--- src/hw/rtl/tvi_pkg.sv ---
// Shared constants for the trilinear interpolator.
// No dependencies.
package tvi_pkg;

    localparam int POS_WIDTH    = 24;
    // cycles through one interpolation step (difference, then multiply-add)
    localparam int LERP_LATENCY = 2;
    // three steps: z, y, x
    localparam int PIPE_LATENCY = 3 * LERP_LATENCY;

endpackage

--- src/hw/rtl/tvi_lerp.sv ---
// One linear interpolation step over LANES lanes sharing a weight:
// y = a + floor((b - a) * f / 2^FRAC_BITS). Two register stages. Uses tvi_pkg.
module tvi_lerp import tvi_pkg::*; #(
    parameter int LANES       = 1,
    parameter int FRAC_BITS   = 12,
    parameter int VALUE_WIDTH = 24
) (
    input  logic                          i_clk,
    input  logic                          i_rst_n,
    input  logic                          i_valid,
    input  logic        [FRAC_BITS-1:0]   i_f,
    input  logic signed [VALUE_WIDTH-1:0] i_a [LANES],
    input  logic signed [VALUE_WIDTH-1:0] i_b [LANES],
    output logic                          o_valid,
    output logic signed [VALUE_WIDTH-1:0] o_y [LANES]
);

    localparam int DIFF_W = VALUE_WIDTH + 1;
    localparam int PROD_W = DIFF_W + FRAC_BITS + 1;

    logic [LERP_LATENCY-1:0]       r_valid;
    logic signed [VALUE_WIDTH-1:0] r_a [LANES];
    logic signed [DIFF_W-1:0]      r_d [LANES];
    logic        [FRAC_BITS-1:0]   r_f;
    logic signed [VALUE_WIDTH-1:0] r_y [LANES];

    logic signed [PROD_W-1:0]      n_prod  [LANES];
    logic signed [PROD_W-1:0]      n_shift [LANES];
    logic signed [VALUE_WIDTH-1:0] n_y     [LANES];

    always_ff @(posedge i_clk) begin
        if (!i_rst_n) begin
            r_valid <= '0;
        end else begin
            r_valid <= {r_valid[LERP_LATENCY-2:0], i_valid};
        end
    end

    // stage 1: difference b - a, one bit wider than the operands
    always_ff @(posedge i_clk) begin
        r_f <= i_f;
        for (int l = 0; l < LANES; l++) begin
            r_a[l] <= i_a[l];
            r_d[l] <= $signed({i_b[l][VALUE_WIDTH-1], i_b[l]})
                    - $signed({i_a[l][VALUE_WIDTH-1], i_a[l]});
        end
    end

    // stage 2: weight the difference; a*2^F has zero low bits, so the floor
    // shift applies to the product alone. Result is convex, fits VALUE_WIDTH.
    always_comb begin
        for (int l = 0; l < LANES; l++) begin
            n_prod[l]  = r_d[l] * $signed({1'b0, r_f});
            n_shift[l] = n_prod[l] >>> FRAC_BITS;
            n_y[l]     = r_a[l] + $signed(n_shift[l][VALUE_WIDTH-1:0]);
        end
    end

    always_ff @(posedge i_clk) begin
        for (int l = 0; l < LANES; l++) begin
            r_y[l] <= n_y[l];
        end
    end

    assign o_valid = r_valid[LERP_LATENCY-1];
    assign o_y     = r_y;

endmodule

--- config.mk ---
export PLATFORM = sky130hd
export DESIGN_NAME = tvi_lerp
export DESIGN_NICKNAME = d
export VERILOG_FILES = /design/src/hw/rtl/tvi_pkg.sv /design/src/hw/rtl/tvi_lerp.sv
export SDC_FILE = /design/constraint.sdc
export NUM_CORES = 1
export LEC_CHECK = 0
export ABC_AREA = 1
export BUFFER_PORTS_ARGS = -buffer_cell sky130_fd_sc_hd__buf_2
export CAP_MARGIN = 15
export CORE_ASPECT_RATIO = 1.25
export CORE_MARGIN = 5
export CORE_UTILIZATION = 40
export CTS_BUF_LIST = sky130_fd_sc_hd__clkbuf_4 sky130_fd_sc_hd__clkbuf_8
export DETAILED_ROUTE_END_ITERATION = 8
export PLACE_DENSITY = 0.63
export SLEW_MARGIN = 20
export SYNTH_ARGS = -nofsm -noshare
export SYNTH_HDL_FRONTEND = slang
export SYNTH_SLANG_ARGS = --single-unit
--- constraint.sdc ---
create_clock -name i_clk -period 8.85 [get_ports i_clk]
set_input_delay 0.885 -clock i_clk [delete_from_list [all_inputs] [get_ports i_clk]]
set_output_delay 0.885 -clock i_clk [all_outputs]
set_load 0.05 [all_outputs]
==> metrics.txt, run 1 <==
status completed; setup repair bufs after CTS 0; Place WS 1230 ps; nets@finish 2531; htree depth 3; TritonCTS Buffers 9; Detailed Route WL 40.4 mm; Max Freq 130 MHz; hold-fix buffers at CTS 0; Vias/cell 4.86; initial drt markers 612; most frequent cells in the layout 585 x inv_1, 540 x nand2_1, 261 x fa_1; RSZ-0062 raised after global routing no; height of the die 228 um; Overflow after GRT 0; Yosys Warn Count 0; Worst setup SP type flop; Starting Density 40.6%; fin crit share 87.1%; clock period minus worst slack 7710 ps; Root Driver clkbuf_8; max incr delay on CP 1000 ps; Post-DRT Antenna Nets 0; register clock-pin slew on the reported worst setup and hold paths 110 ps; Clock Path Buffers 2; max-cap violation count 0; Die ar. 41900 um^2; post-DR wirelength/cell 15.7 um; CP endpoint kind flop; ratio of cells with drive above 1 in the final layout 5.70%; sequential cell area 1740 um^2; drt pass-1 iters 5; post-DP HPWL 35.1 mm; Main synth FF type dfxtp_1; Core ar. 37400 um^2; Relative slew margins 27.5%; Synthesized Nets 2487; vias in the first global route 13371; Unique masters post-synth 35; synthesized cell area 15200 um^2; port bufs 87; Syn Inst Count 2039; I/O pin count 88; clk sinks 87; most frequent CP cell nand2_1; CTS tree built; Final Hold Violating Endpoints 0; leading cell type in the layout, fill and taps excluded inv_1; Setup TNS Final 0 ps; register bit total from synthesis 87; number of inserted diodes 0; post_cts resized 0; clock latency on the worst-skew pair 420 ps; setup ws final 1140 ps; # setup viols final 0; Hold Slack 420 ps; WS Path Type reg2reg; Max Transition Viols Final 0; WP data required 9180 ps; Crit-path slowest cell dfxtp_1; via count 12501; Die X 184 um; Total Routing Usage GR 20.2%; multi-input gate area in the final layout 11000 um^2; sequential element share of the synthesized area 11.5%; share of synthesized flip-flops with an asynchronous set or reset 0%; Avg Cell Area, Syn 7.44 um^2; pin count of the biggest net entering global routing 27; worst min-delay path category reg2reg; CP arrival 8040 ps; skew final 15.8 ps; crit-path max FO 25; DRC viols 0; Post-synth EDFFs 0; # fillers 3841; first-pass GRT wire length 67.4 mm; Syn-to-layout area delta 6.88%; Placer Congestion 1.06; Slew @ Worst Pin 1090 ps; initial antenna violation count 0; row count 79
## path summary, 6_finish.rpt
check              from          to  slack, ps  depth (start not counted)
max reg2reg      r_f[2]     o_y[23]       1140                         31
min reg2reg  r_valid[0]  r_valid[1]        420                          2
min          r_valid[0]  r_valid[1]        420                          2
max              r_f[2]     o_y[23]       1140                         31
## through the flow
stage               utilization, %  area (um^2)  instances
floorplan                        -        15200       2039
detailed placement            42.9        16000       2558
global route                  43.4        16200       2574
global placement              42.9        16000       2558
finish                        43.4        16200       2574
CTS                           43.4        16200       2574
## layer usage
metal	share of wire (%)	vias to the layer above	global-route usage, %	wire length [um]
met3	4.7	89	2.83	1890
met5	0	-	0	0
met2	50	366	35.7	20300
met1	41	6060	25.2	16800
met4	3.7	0	7.30	1500
li1	-	5986	-	-
## kinds of logic after synthesis
group / share of synthesized area [%]
AO/OA/AOI/OAI: 6.31
XOR/XNOR: 3.58
adder cells (fa/ha/maj): 44.7
buffers and inverters: 16.0
flip-flops: 11.5
AND/OR/NAND/NOR: 17.9
## Yosys cell counts, types with 13 or more instances
cell type	count	area, um^2
o21bai_1	15	113
nand3_1	44	220
xnor2_1	17	149
o21ai_0	36	180
fa_1	261	5230
nor2_1	70	263
nand2_1	540	2030
xor2_1	45	394
ha_1	124	1550
nand4_1	13	81.3
clkbuf_1	58	218
inv_1	585	2200
dfxtp_1	87	1740
a21oi_1	83	415
## final cells by class
class | count | area share, %
multi-input cells | 1305 | 67.8
inverters | 586 | 13.6
flip-flops and latches | 87 | 10.7
well taps | 486 | 3.75
repair buffers | 94 | 3.01
clock buffers | 9 | 0.764
clock inverters | 7 | 0.340
## flip-flops by register name, summed over array words and instances (netlist names)
signal / flops
o_y: 24
r_valid: 2
r_d: 25
r_f: 12
r_a: 24
## worst max-delay path, delay by kind of cell, from the launching register on
| kind | cells | cell delay, ps |
|---|---|---|
| and+or+nand+nor | 17 | 2420 |
| buffers and inverters | 7 | 630 |
| DFF | 1 | 1000 |
| adders and majority gates | 7 | 3580 |
Power of run 1 is not shown: default switching activity piles up to over one toggle a cycle in this logic, so the estimate is an artifact.
==> inputs of run 2 (changes only) <==
--- a/config.mk
+++ b/config.mk
@@ -10,10 +10,10 @@
 export CAP_MARGIN = 15
 export CORE_ASPECT_RATIO = 1.25
 export CORE_MARGIN = 5
-export CORE_UTILIZATION = 40
+export CORE_UTILIZATION = 25
 export CTS_BUF_LIST = sky130_fd_sc_hd__clkbuf_4 sky130_fd_sc_hd__clkbuf_8
 export DETAILED_ROUTE_END_ITERATION = 8
-export PLACE_DENSITY = 0.63
+export PLACE_DENSITY = 0.46
 export SLEW_MARGIN = 20
 export SYNTH_ARGS = -nofsm -noshare
 export SYNTH_HDL_FRONTEND = slang
==> metrics.txt, run 2 (synthesis gave the netlist of run 1 again) <==
CP endpoint kind flop; Root Driver clkbuf_8; DRC viols 0; skew final 30.9 ps; height of the die 285 um; Die X 230 um; Clock Path Buffers 2; vias in the first global route 13680; Vias/cell 4.29; largest register by flop count r_d; drt pass-1 iters 5; crit-path max FO 22; Setup TNS Final 0 ps; Max Freq 132 MHz; Crit-path slowest cell dfxtp_1; Core ar. 60400 um^2; register clock-pin slew on the reported worst setup and hold paths 120 ps; # fillers 6634; WP data required 9160 ps; Relative slew margins 33.3%; initial drt markers 459; setup repair bufs after CTS 0; CP arrival 7900 ps; Overflow after GRT 0; row count 101; post-DR wirelength/cell 16.0 um; I/O pin count 88; WS Path Type reg2reg; htree depth 3; reg2reg path depth 28; number of inserted diodes 0; sequential cell area 1740 um^2; Slew @ Worst Pin 999 ps; TritonCTS Buffers 9; fin crit share 85.7%; via count 12308; Final Hold Violating Endpoints 0; CTS tree built; ratio of cells with drive above 1 in the final layout 5.97%; most frequent CP cell nand2_1; max incr delay on CP 990 ps; nets@finish 2537; most frequent cells in the layout 585 x inv_1, 540 x nand2_1, 261 x fa_1; # setup viols final 0; fin util 27.5%; max-cap violation count 0; pin count of the biggest net entering global routing 26; Starting Density 25.1%; clk sinks 87; port bufs 87; clock latency on the worst-skew pair 430 ps; Worst setup SP type flop; max reg flops 25; first-pass GRT wire length 74.3 mm; Syn-to-layout area delta 9.62%; Hold Slack 446 ps; initial antenna violation count 0; Max Transition Viols Final 0; worst min-delay path category reg2reg; post-DP HPWL 40.1 mm; Post-DRT Antenna Nets 0; clock period minus worst slack 7590 ps; Die ar. 65700 um^2; RSZ-0062 raised after global routing no; multi-input gate area in the final layout 11000 um^2; leading cell type in the layout, fill and taps excluded inv_1; post_cts resized 0; hold-critical path depth 2; Placer Congestion 0.892; placed standard-cell area 16400 um^2; status completed; hold-fix buffers at CTS 0; Total Routing Usage GR 14.3%; Detailed Route WL 45.7 mm; cell area after layout 16600 um^2
[run 2: cell type report]
cell class,count,area share (%)
inverter,586,13.2
timing repair buffer,100,3.21
tap,772,5.81
sequential,87,10.5
clock inverter,3,0.151
multi-input combinational,1305,66.1
clock buffer,13,1.00
[run 2: metal layers]
layer  share of wire (%)  track usage, %  routed length (um)
met5                   0               0                   0
met4                 2.1            3.24                 948
met3                 2.6            1.36                1170
met2                  54            27.7               24800
met1                  41            17.1               18800
[run 2: worst max-delay path: cells and delay by family (launching register included)]
family | cells | cell delay, ps
AOI/OAI and AO/OA | 5 | 960
xor gates and xnor gates | 1 | 220
adders and majority gates | 7 | 3430
buffers and inverters | 4 | 260
DFF | 1 | 990
and+or+nand+nor | 11 | 1600
[run 2: metrics by stage]
stage | worst slack, ps | std cells
6_report | 1260 | 2866
4_1_cts | 1250 | 2866
5_1_grt | 769 | 2866
2_1_floorplan | 2730 | 2039
3_3_place_gp | 1380 | 2850
3_5_place_dp | 1320 | 2850
[run 2: worst paths after layout]
path,start,end,slack (ps)
min,r_valid[0],r_valid[1],450
max,r_f[9],o_y[19],1260
min reg2reg,r_valid[0],r_valid[1],450
max reg2reg,r_f[9],o_y[19],1260
Power of run 2 is left out for the same reason.
